$ cat src/assert_macros.svh
// assertion helpers, clocked on clk and disabled while rst_n is low
`ifndef ASSERT_MACROS_SVH
`define ASSERT_MACROS_SVH

// property must hold at every clock edge out of reset
`define ASSERT_PROP(lbl, prop, msg) \
  lbl: assert property (@(posedge clk) disable iff (!rst_n) (prop)) else $error(msg);

// expression must never be true out of reset
`define ASSERT_NEVER(lbl, expr, msg) \
  lbl: assert property (@(posedge clk) disable iff (!rst_n) !(expr)) else $error(msg);

`endif

$ cat src/tdmd_pkg.sv
`default_nettype none
package tdmd_pkg;

  localparam int CHANNELS_DEF = 8;
  localparam int FQ_DEPTH_DEF = 2;

  localparam int WORD_W    = 32;
  localparam int TAG_W     = 4;
  localparam int TAG_LSB   = 8;
  localparam int SAMPLE_W  = 16;
  localparam int SAMPLE_LSB = 16;
  localparam int CHAN_W    = 3;

  typedef struct packed {
    logic              command;
    logic [WORD_W-1:0] word;
  } tdmd_in_t;

  typedef struct packed {
    logic signed [SAMPLE_W-1:0] sample;
    logic [CHAN_W-1:0]          channel;
    logic                       last_of_frame;
  } tdmd_out_t;

endpackage
`default_nettype wire

$ cat src/tdmd_front.sv
`default_nettype none
module tdmd_front #(
  parameter int CHANNELS = tdmd_pkg::CHANNELS_DEF
) (
  input  wire logic                                clk,
  input  wire logic                                rst_n,
  input  wire logic                                push,
  input  wire tdmd_pkg::tdmd_in_t                  in_data,
  input  wire logic                                fq_full_i,
  output logic                                     full,
  output logic                                     fq_push_o,
  output logic [CHANNELS*tdmd_pkg::SAMPLE_W-1:0]   fq_data_o
);
  import tdmd_pkg::*;

  localparam int SLOT_W = $clog2(CHANNELS);

  logic                 aligned_r, aligned_nxt;
  logic [TAG_W-1:0]     exp_tag_r, exp_tag_nxt;
  logic [SLOT_W-1:0]    wif_r, wif_nxt;
  logic [SAMPLE_W-1:0]  slots_r [CHANNELS];
  logic [SAMPLE_W-1:0]  slots_nxt [CHANNELS];

  logic                 accept;
  logic [TAG_W-1:0]     tag;
  logic [SAMPLE_W-1:0]  smp;
  logic                 wr_en;
  logic                 emit;

  assign full   = fq_full_i;
  assign accept = push && !fq_full_i;
  assign tag    = in_data.word[TAG_LSB +: TAG_W];
  assign smp    = in_data.word[SAMPLE_LSB +: SAMPLE_W];

  always_comb begin
    aligned_nxt = aligned_r;
    exp_tag_nxt = exp_tag_r;
    wif_nxt     = wif_r;
    wr_en       = 1'b0;
    emit        = 1'b0;
    if (accept) begin
      if (in_data.command) begin
        aligned_nxt = 1'b0;
        exp_tag_nxt = '0;
        wif_nxt     = '0;
      end else if (!aligned_r) begin
        if (tag == exp_tag_r) begin
          wr_en = 1'b1;
          if (exp_tag_r == TAG_W'(CHANNELS - 1)) begin
            aligned_nxt = 1'b1;
            exp_tag_nxt = '0;
            wif_nxt     = '0;
            emit        = 1'b1;
          end else begin
            exp_tag_nxt = exp_tag_r + TAG_W'(1);
          end
        end else if (tag == '0) begin
          wr_en       = 1'b1;
          exp_tag_nxt = TAG_W'(1);
        end else begin
          exp_tag_nxt = '0;
        end
      end else begin
        wr_en = 1'b1;
        if (wif_r == SLOT_W'(CHANNELS - 1)) begin
          wif_nxt = '0;
          emit    = 1'b1;
        end else begin
          wif_nxt = wif_r + SLOT_W'(1);
        end
      end
    end
  end

  // out-of-range tags match no slot and are dropped
  always_comb begin
    for (int k = 0; k < CHANNELS; k++) begin
      slots_nxt[k] = (wr_en && tag == TAG_W'(k)) ? smp : slots_r[k];
      fq_data_o[k*SAMPLE_W +: SAMPLE_W] = slots_nxt[k];
    end
  end

  assign fq_push_o = emit;

  always_ff @(posedge clk) begin
    if (!rst_n) begin
      aligned_r <= 1'b0;
      exp_tag_r <= '0;
      wif_r     <= '0;
      for (int k = 0; k < CHANNELS; k++) begin
        slots_r[k] <= '0;
      end
    end else begin
      aligned_r <= aligned_nxt;
      exp_tag_r <= exp_tag_nxt;
      wif_r     <= wif_nxt;
      for (int k = 0; k < CHANNELS; k++) begin
        slots_r[k] <= slots_nxt[k];
      end
    end
  end

endmodule
`default_nettype wire

$ cat src/tdmd_frame_fifo.sv
`default_nettype none
`include "assert_macros.svh"
module tdmd_frame_fifo #(
  parameter int DEPTH = tdmd_pkg::FQ_DEPTH_DEF,
  parameter int WIDTH = tdmd_pkg::CHANNELS_DEF * tdmd_pkg::SAMPLE_W
) (
  input  wire logic             clk,
  input  wire logic             rst_n,
  input  wire logic             push_i,
  input  wire logic [WIDTH-1:0] data_i,
  output logic                  full_o,
  output logic                  valid_o,
  input  wire logic             pop_i,
  output logic [WIDTH-1:0]      data_o
);
  import tdmd_pkg::*;

  localparam int PTR_W = (DEPTH > 1) ? $clog2(DEPTH) : 1;
  localparam int CNT_W = $clog2(DEPTH + 1);

  logic [WIDTH-1:0] mem [DEPTH];
  logic [PTR_W-1:0] wr_ptr_r, wr_ptr_nxt;
  logic [PTR_W-1:0] rd_ptr_r, rd_ptr_nxt;
  logic [CNT_W-1:0] cnt_r, cnt_nxt;
  logic             do_push, do_pop;

  assign full_o  = (cnt_r == CNT_W'(DEPTH));
  assign valid_o = (cnt_r != '0);
  assign data_o  = mem[rd_ptr_r];
  assign do_push = push_i && !full_o;
  assign do_pop  = pop_i && valid_o;

  always_comb begin
    wr_ptr_nxt = wr_ptr_r;
    rd_ptr_nxt = rd_ptr_r;
    cnt_nxt    = cnt_r;
    if (do_push) begin
      wr_ptr_nxt = (wr_ptr_r == PTR_W'(DEPTH - 1)) ? '0 : wr_ptr_r + PTR_W'(1);
    end
    if (do_pop) begin
      rd_ptr_nxt = (rd_ptr_r == PTR_W'(DEPTH - 1)) ? '0 : rd_ptr_r + PTR_W'(1);
    end
    case ({do_push, do_pop})
      2'b10:   cnt_nxt = cnt_r + CNT_W'(1);
      2'b01:   cnt_nxt = cnt_r - CNT_W'(1);
      default: cnt_nxt = cnt_r;
    endcase
  end

  always_ff @(posedge clk) begin
    if (do_push) begin
      mem[wr_ptr_r] <= data_i;
    end
  end

  always_ff @(posedge clk) begin
    if (!rst_n) begin
      wr_ptr_r <= '0;
      rd_ptr_r <= '0;
      cnt_r    <= '0;
    end else begin
      wr_ptr_r <= wr_ptr_nxt;
      rd_ptr_r <= rd_ptr_nxt;
      cnt_r    <= cnt_nxt;
    end
  end

  `ASSERT_NEVER(a_cnt_bound, cnt_r > CNT_W'(DEPTH), "frame queue count above depth")
  `ASSERT_PROP(a_no_push_full, push_i |-> !full_o, "frame pushed into full queue")

endmodule
`default_nettype wire

$ cat src/tdmd_back.sv
`default_nettype none
`include "assert_macros.svh"
module tdmd_back #(
  parameter int CHANNELS = tdmd_pkg::CHANNELS_DEF
) (
  input  wire logic                                   clk,
  input  wire logic                                   rst_n,
  input  wire logic                                   fq_valid_i,
  input  wire logic [CHANNELS*tdmd_pkg::SAMPLE_W-1:0] fq_data_i,
  output logic                                        fq_pop_o,
  output logic                                        empty,
  input  wire logic                                   pop,
  output tdmd_pkg::tdmd_out_t                         out_data
);
  import tdmd_pkg::*;

  localparam int SLOT_W = $clog2(CHANNELS);

  logic [CHANNELS*SAMPLE_W-1:0] frame_r, frame_nxt;
  logic                         have_r, have_nxt;
  logic [SLOT_W-1:0]            idx_r, idx_nxt;
  logic                         out_valid_r, out_valid_nxt;
  tdmd_out_t                    out_r, out_nxt;

  logic load_ok, last_beat, take;

  assign load_ok   = !out_valid_r || pop;
  assign last_beat = have_r && (idx_r == SLOT_W'(CHANNELS - 1));
  assign take      = fq_valid_i && (!have_r || (load_ok && last_beat));
  assign fq_pop_o  = take;
  assign empty     = !out_valid_r;
  assign out_data  = out_r;

  always_comb begin
    frame_nxt     = frame_r;
    have_nxt      = have_r;
    idx_nxt       = idx_r;
    out_valid_nxt = out_valid_r;
    out_nxt       = out_r;
    if (load_ok) begin
      out_valid_nxt = have_r;
      if (have_r) begin
        out_nxt.sample        = frame_r[idx_r*SAMPLE_W +: SAMPLE_W];
        out_nxt.channel       = CHAN_W'(idx_r);
        out_nxt.last_of_frame = last_beat;
        idx_nxt               = idx_r + SLOT_W'(1);
        if (last_beat) begin
          have_nxt = 1'b0;
        end
      end
    end
    if (take) begin
      frame_nxt = fq_data_i;
      have_nxt  = 1'b1;
      idx_nxt   = '0;
    end
  end

  always_ff @(posedge clk) begin
    frame_r <= frame_nxt;
    out_r   <= out_nxt;
  end

  always_ff @(posedge clk) begin
    if (!rst_n) begin
      have_r      <= 1'b0;
      idx_r       <= '0;
      out_valid_r <= 1'b0;
    end else begin
      have_r      <= have_nxt;
      idx_r       <= idx_nxt;
      out_valid_r <= out_valid_nxt;
    end
  end

  `ASSERT_NEVER(a_idx_range, have_r && (idx_r > SLOT_W'(CHANNELS - 1)),
    "slot index past last channel")

endmodule
`default_nettype wire

$ cat src/tagged_tdm_channel_deinterleaver.sv
// tagged tdm channel deinterleaver
// input queue side: push/full with in_data {command, word}; a beat is taken
// when push is high and full is low. command 1 restarts the alignment hunt.
// result queue side: empty/pop with out_data {sample, channel, last_of_frame};
// the oldest result is shown while empty is low and leaves when pop is high.
// a front stage tracks the hunt and the slot registers, one word per cycle
// while full is low; each completed frame is copied into a frame queue
// (FQ_DEPTH entries); a back stage reads one frame out as CHANNELS beats, one
// per cycle while the receiver keeps popping, through an output register.
// path: the first sample of a frame reaches the ports through the frame queue,
// the back stage's frame register and the output register; throughput is one
// word in and, on average, one sample out per cycle when neither side stalls.
// if the receiver stalls, the output register and frame queue fill and then
// full rises, stalling the sender; nothing is dropped.
// synchronous reset (rst_n low) clears the hunt, all slots to zero and all
// queued results.
`default_nettype none
module tagged_tdm_channel_deinterleaver #(
  parameter int CHANNELS = tdmd_pkg::CHANNELS_DEF,
  parameter int FQ_DEPTH = tdmd_pkg::FQ_DEPTH_DEF
) (
  input  wire logic                clk,
  input  wire logic                rst_n,
  input  wire logic                push,
  output logic                     full,
  input  wire tdmd_pkg::tdmd_in_t  in_data,
  output logic                     empty,
  input  wire logic                pop,
  output tdmd_pkg::tdmd_out_t      out_data
);
  import tdmd_pkg::*;

  localparam int FW = CHANNELS * SAMPLE_W;

  logic          fq_push, fq_full, fq_valid, fq_pop;
  logic [FW-1:0] fq_wdata, fq_rdata;

  tdmd_front #(.CHANNELS(CHANNELS)) u_front (
    .clk       (clk),
    .rst_n     (rst_n),
    .push      (push),
    .in_data   (in_data),
    .fq_full_i (fq_full),
    .full      (full),
    .fq_push_o (fq_push),
    .fq_data_o (fq_wdata)
  );

  tdmd_frame_fifo #(.DEPTH(FQ_DEPTH), .WIDTH(FW)) u_fifo (
    .clk     (clk),
    .rst_n   (rst_n),
    .push_i  (fq_push),
    .data_i  (fq_wdata),
    .full_o  (fq_full),
    .valid_o (fq_valid),
    .pop_i   (fq_pop),
    .data_o  (fq_rdata)
  );

  tdmd_back #(.CHANNELS(CHANNELS)) u_back (
    .clk        (clk),
    .rst_n      (rst_n),
    .fq_valid_i (fq_valid),
    .fq_data_i  (fq_rdata),
    .fq_pop_o   (fq_pop),
    .empty      (empty),
    .pop        (pop),
    .out_data   (out_data)
  );

endmodule
`default_nettype wire

$ cat config.mk
export PLATFORM = sky130hd
export DESIGN_NAME = tagged_tdm_channel_deinterleaver
export DESIGN_NICKNAME = d
export VERILOG_FILES = /design/src/tdmd_pkg.sv /design/src/tdmd_front.sv /design/src/tdmd_frame_fifo.sv /design/src/tdmd_back.sv /design/src/tagged_tdm_channel_deinterleaver.sv
export VERILOG_INCLUDE_DIRS = /design/src /design/src/src
export SDC_FILE = /design/constraint.sdc
export NUM_CORES = 1
export LEC_CHECK = 0
export BUFFER_PORTS_ARGS = -buffer_cell sky130_fd_sc_hd__buf_2
export CAP_MARGIN = 0
export CORE_ASPECT_RATIO = 1.25
export CORE_MARGIN = 8
export CORE_UTILIZATION = 30
export DETAILED_ROUTE_END_ITERATION = 10
export SYNTH_ARGS = -nofsm -noshare
export SYNTH_HDL_FRONTEND = slang
export SYNTH_SLANG_ARGS = --single-unit
export TNS_END_PERCENT = 50
$ cat constraint.sdc
create_clock -name clk -period 10.17 [get_ports clk]
set_input_delay 2.034 -clock clk [delete_from_list [all_inputs] [get_ports clk]]
set_output_delay 2.034 -clock clk [all_outputs]
set_load 0.02 [all_outputs]
After elaboration in Yosys (flattened, before gate mapping) --
Memory sizes are Yosys's and may differ from the RTL's. A register that Yosys moved wholly into a read port is not among the register bits. Index checks and enable logic that the tools add are counted.
Word-level totals: register bits after elaboration 37, RAM bits 384, input bits 37, output and inout bits 22, word-level logic and storage cells 125, memories kept 2
Cells by class: $add $sub $neg 7, eq/ne operators 15, shift operators 1, muxes and demuxes 50, bitwise logic cells 9, reductions and logical operators 29
Memories:
- u_fifo.mem | words 2, width 128, read ports 1, clocked after memory_dff 1, write ports 1, line tdmd_frame_fifo.sv:21 | logic [WIDTH-1:0] mem [DEPTH];
- u_front.slots_r | words 8, width 16, read ports 8, clocked after memory_dff 0, write ports 8, line tdmd_front.sv:21 | logic [SAMPLE_W-1:0] slots_r [CHANNELS];
Operators with widths (number):
- two-way mux 16 bit | 16
- variable part select 128 x 8 -> 16 bit | 1
- two-way mux 1 bit | 24
- == test 4 x 3 -> 1 bit (second input constant) | 5
- two-way mux 4 bit | 4
- two-way mux 3 bit | 5
- logical AND 1 bit | 14
- == test 4 x 2 -> 1 bit (second input constant) | 2
- OR 1 bit | 8
- adder 3 x 1 -> 3 bit (second input constant) | 2
- == test 3 bit (second input constant) | 2
- nonzero test 2 bit | 3
- nonzero test 3 bit | 2
- adder 4 x 1 -> 4 bit (second input constant) | 1
- == test 2 bit (second input constant) | 2
- == test 4 x 1 -> 1 bit (second input constant) | 1
- == test 4 bit | 1
- zero test 4 bit | 1
- case mux 2 bit (2 select lines) | 1
- AND reduction 2 bit | 2
- zero test 1 bit | 3
- AND reduction 3 bit | 1
- adder 1 bit (second input constant) | 2
- adder 2 x 1 -> 2 bit (second input constant) | 1
- 6 further kinds | 7

Longest topological paths before layout --
word-level depth 9, mapped depth 9, gate-level depth less buffers 9

Cells and area by module --
From an unflattened synthesis, not the netlist that was laid out.
Unflattened totals: cell total of the unflattened synthesis 1288, area total of the unflattened synthesis 21824.7 um2
By module, submodules not included:
- tdmd_frame_fifo | instances 1, cells an instance 424, area an instance 9437.8 um2, seq. area each 7787.5 um2
- tdmd_front | instances 1, cells an instance 629, area an instance 6610.1 um2, seq. area each 2722.6 um2
- tdmd_back | instances 1, cells an instance 235, area an instance 5776.8 um2, seq. area each 4544.4 um2

Least setup slack after synthesis --
OpenSTA, ideal clock, no wires.
path type input-to-reg, from input port pop, to register u_fifo.cnt_r[1], setup time 0.076 ns, arrival time 9.063 ns, data required time 10.094 ns, path slack 1.032 ns, stages on the path 6, buffers on the path 0, cell sequence nand2b_1 > a21oi_1 > nor2_1 > ha_1 > or3_1 > a21boi_0
Between the ends: word-level cells in the longest chain between the ends 7, elaborated cells on any way between the ends 9, classes of those cells eq/ne (2); mux (1); reduce/logical (6)
Ends and longest elaborated chain:
- start: declaration | line tagged_tdm_channel_deinterleaver.sv:28 | input wire logic pop,
- logical OR 1 bit * | line tdmd_back.sv:27 | assign load_ok = !out_valid_r || pop;
- logical AND 1 bit * | line tdmd_back.sv:29 | assign take = fq_valid_i && (!have_r || (load_ok && last_beat));
- logical OR 1 bit * | line tdmd_back.sv:29
- logical AND 1 bit * | line tdmd_back.sv:29
- named net fq_pop | line tagged_tdm_channel_deinterleaver.sv:35 | logic fq_push, fq_full, fq_valid, fq_pop;
- logical AND 1 bit * | line tdmd_frame_fifo.sv:31 | assign do_pop = pop_i && valid_o;
- == test 2 x 1 -> 1 bit / == test 2 bit (equally long branches) | line tdmd_frame_fifo.sv:43 | case ({do_push, do_pop})
- case mux 2 bit (2 select lines) / nonzero test 2 bit (equally long branches)
- end signal: assignment | line tdmd_frame_fifo.sv:64 | cnt_r <= cnt_nxt;
- end: declaration | line tdmd_frame_fifo.sv:24 | logic [CNT_W-1:0] cnt_r, cnt_nxt;
The timed path passes the listed nets; every way through them passes the cells marked *. A chain may end at the register's enable or synchronous reset.

Worst setup path in the final report --
from input port in_data[8] (netlist name), to memory u_fifo.mem[0][67] (netlist name) (data pin)
Between the ends: word-level cells in the longest chain between the ends 8, elaborated cells on any way between the ends 10, classes of those cells eq/ne (2); mux (6); reduce/logical (2)
Ends and longest elaborated chain:
- start: declaration | line tagged_tdm_channel_deinterleaver.sv:26 | input wire tdmd_pkg::tdmd_in_t in_data,
- zero test 4 bit | line tdmd_front.sv:57 | end else if (tag == '0) begin
- two-way mux 1 bit | line tdmd_front.sv:57
- two-way mux 1 bit | line tdmd_front.sv:47 | if (tag == exp_tag_r) begin
- two-way mux 1 bit | line tdmd_front.sv:46 | end else if (!aligned_r) begin
- two-way mux 1 bit | line tdmd_front.sv:42 | if (in_data.command) begin
- two-way mux 1 bit | line tdmd_front.sv:41 | if (accept) begin
- logical AND 1 bit * | line tdmd_front.sv:78 | slots_nxt[k] = (wr_en && tag == TAG_W'(k)) ? smp : slots_r[k];
- two-way mux 16 bit * | line tdmd_front.sv:78
- named net fq_wdata[67] | line tagged_tdm_channel_deinterleaver.sv:36 | logic [FW-1:0] fq_wdata, fq_rdata;
- end: declaration | line tdmd_frame_fifo.sv:21
Marks and branches as above.

==> out/metrics.csv <==
stage;metric;value;unit
outcome;status;finished, final reports clean;
clocking;cts_tree;yes;
setup_path;timing.rr.start;u_fifo.cnt_r[0]$_SDFFE_PN0P_;
setup_path;crit_chain;buf_2 -> xor2_1 -> o41ai_4 -> nand4b_4 -> mux2_2;
sta;hold_slack;457;ps
sta;setup_ws;5590;ps
drt;first_iter_violations;562;
clocking;clock-sinks;549;
setup_path;slowest_delay;980;ps
sta;period_minus_slack;4580;ps
sta;tns;0;ps
final_layout;area.sequential;0.0150;sq mm
grt;met3_usage;2.08;%
sta;timing.final.hold_violations;0;
grt;busiest_layer;met2;
drt;wirelength;42600;microns
sta;maxSlewViolCount;0;
place;place_hpwl;21900;microns
final_layout;final_cell_mix;edfxtp_1, mux2_2, dfxtp_1;
final_layout;fillers;6728;
clocking;post_cts_resized;0;
clocking;insertion_delay;600;ps
final_layout;drive_gt1_share;32.5;%
synthesis;synth_nets;1329;
floorplan;die_area;0.0809;sq mm
synthesis;seq_area_frac_synth;69.6;%
synthesis;syn_avg_cell_area;16.8;sq um
setup_path;cp_max_fo;32;
min_path;min_path_type;flop to flop;
min_path;hold_path_end;u_front.slots_r[0][126]$_SDFF_PN0_;
floorplan;core;0.0717;sq mm
grt;grt_antenna_before_repair;6;
min_path;hold_path_depth;2;
power;power_density;202;mW/mm^2
drt;wl_per_cell;18.2;microns
setup_path;worst_setup_path_start_kind;input port;
synthesis;synth.distinct_cells;43;
floorplan;num_rows;110;
setup_path;r2r_end;u_fifo.mem[0][67]$_DFFE_PP_;
place;pre_cts_slack;4940;ps
setup_path;endpoint_kind;flop;
sta;relSlewSlack;27.6;%
synthesis;ys_warn_count;0;
min_path;hp-start;u_front.slots_r[0][126]$_SDFF_PN0_;
drt;drc;0;
drt;routed_via_density;4.52;
setup_path;rrSetupSlack;6770;ps
grt;grt_overflow;0;
final_layout;final_cells;2338;
setup_path;worst-path-buf-inv;1;
clocking;root_buffer;clkbuf_16;
sta;max_freq;0.219;GHz
final_layout;syn_to_final_growth;14.5;%
run;drv_cap;0;
setup_path;arrival;4910;ps
power;finalPower;4.99;mW
grt;grt_pass1_vias;11319;
grt;grtUsageMet1;13.1;%
clocking;post_cts_buffers;0;
synthesis;async_flop_share;0;%
synthesis;yosys.area.top_type;edfxtp_1;
setup_path;rr_worst_depth;5;
floorplan;initial_core_util;30.1;%
sta;rsz0062_at_grt;no;
setup_path;critPathTopFamily;simple AND/OR/NAND/NOR gates;
clocking;cts_htree_levels;2;
synthesis;synth-seq-cells;549;
setup_path;cp_data_required_time;10510;ps
floorplan;ioPinCount;59;
drt;vias;10570;
synthesis;synth-edff-count;404;
final_layout;fin_area;0.0247;sq mm
sta;worst_pin_slew;1080;ps
place;gp_congestion;0.737;
sta;setup_viol;0;
final_layout;final_common_cell;edfxtp_1;
power;leakage;8.76;nW
drt;ant_nets;0;
sta;min_period_over_period;45.0;%
place;dp.cells;2231;
clocking;clk_pin_slew;60;ps
synthesis;syn_area;0.0216;sq mm
clocking;numCtsBuffers;56;
final_layout;utilization;34.5;%
synthesis;synth.top_cell.area_share;56.2;%
final_layout;finalNetCount;1380;
grt;grt_start_max_net_pins;105;
floorplan;die_x;256;microns
grt;gr-usage-all-layers;10.4;%
setup_path;crit_type;input port to flop;
synthesis;synth-main-ff-cell;edfxtp_1;
place;port_buffers;46;
floorplan;die_height;316;microns
synthesis;syn_inst;1286;
drt;drt_pass1_iterations;5;
grt;grt_pass1_wl;65900;microns
place;placedInstanceArea;0.0229;sq mm
clocking;cts_hold_buf;0;
final_layout;multiInputGateArea;0.00632;sq mm
power;vdd_drop_max;0.124;mV
clocking;clockBufferDepth;3;
synthesis;synthTopCellsByArea;edfxtp_1, mux2_2, dfxtp_1;
sta;fin_worst_skew;20.1;ps
grt;grt_util_met2;17.9;%
setup_path;slowest_stage;nand4b_4;
## synth_stat cells, drive strengths merged, types with 3 or more instances
| cell type | number |
|---|---|
| or3 | 3 |
| mux4 | 32 |
| a22oi | 3 |
| edfxtp | 404 |
| nor4 | 4 |
| inv | 5 |
| nand3 | 8 |
| nand2b | 4 |
| a21boi | 7 |
| nor3 | 5 |
| o211ai | 4 |
| and2 | 19 |
| ha | 6 |
| a21oi | 4 |
| nor2b | 4 |
| dfxtp | 145 |
| nor2 | 10 |
| buf | 30 |
| o21ai | 4 |
| nand4 | 3 |
| xor2 | 5 |
| nand2 | 138 |
| mux2i | 114 |
| nand3b | 3 |
| clkbuf | 36 |
| mux2 | 272 |
## cell families (layout without fill, tap and decap cells)
group                      after synthesis  after routing  share of synthesized area (%)
and+or+nand+nor                        207            207                           4.57
xor gates and xnor gates                 7              7                          0.284
muxes                                  418            418                           22.8
AOI/OAI and AO/OA                       27             27                          0.962
adders and majority gates                6              6                          0.348
buffers and inverters                   72            170                           1.42
DFF                                    549            549                           69.6
other                                    0              2                              0
## registers in the layout, summed over array words and instances, names as in the netlist
signal              count
u_fifo.cnt_r            2
u_back.out_data        20
u_front.wif_r           3
u_back.have_r           1
u_front.slots_r       128
u_back.out_valid_r      1
u_back.frame_r        128
u_fifo.rd_ptr_r         1
u_fifo.wr_ptr_r         1
u_fifo.mem            256
u_front.exp_tag_r       4
u_back.idx_r            3
u_front.aligned_r       1
## layer usage
metal | up-vias | share of wire (%)
met1 | 5336 | 45
met2 | 169 | 49
met5 | - | 0.080
li1 | 4985 | -
met4 | 4 | 2.4
met3 | 76 | 3.7
## worst max path at each step
stage	start	endpoint	slack [ps]	cells past startpoint
after floorplan	pop	u_fifo.cnt_r[1]$_SDFFE_PN0P_	1030	6
after global placement	in_data[8]	u_fifo.mem[0][62]$_DFFE_PP_	5010	5
after detailed placement	in_data[8]	u_fifo.mem[0][94]$_DFFE_PP_	4940	5
after CTS	in_data[8]	u_fifo.mem[1][91]$_DFFE_PP_	5570	5
after global routing	in_data[8]	u_fifo.mem[1][91]$_DFFE_PP_	5440	5
final	in_data[8]	u_fifo.mem[0][67]$_DFFE_PP_	5590	5
## worst min-delay path, stage by stage, from the launching register on
cell	delay, ps
dfxtp_1	310
nand2_1	50
mux2i_1	50
## cell type report
type | count | area share, %
tap | 952 | 4.82
clock buffer | 82 | 6.44
inverter | 6 | 0.0911
multi-input combinational | 665 | 25.6
antenna | 2 | 0.0202
clock inverter | 23 | 0.789
sequential | 549 | 60.8
timing repair buffer | 59 | 1.44
## report_power, final
| part | internal, mW | leakage, nW | total [mW] | switching [mW] |
|---|---|---|---|---|
| combinational | 0.219 | 3.24 | 0.477 | 0.259 |
| sequential | 2.48 | 4.65 | 2.54 | 0.0549 |
| clock | 1.16 | 0.868 | 1.98 | 0.821 |
(Power assumes the default switching activity.)
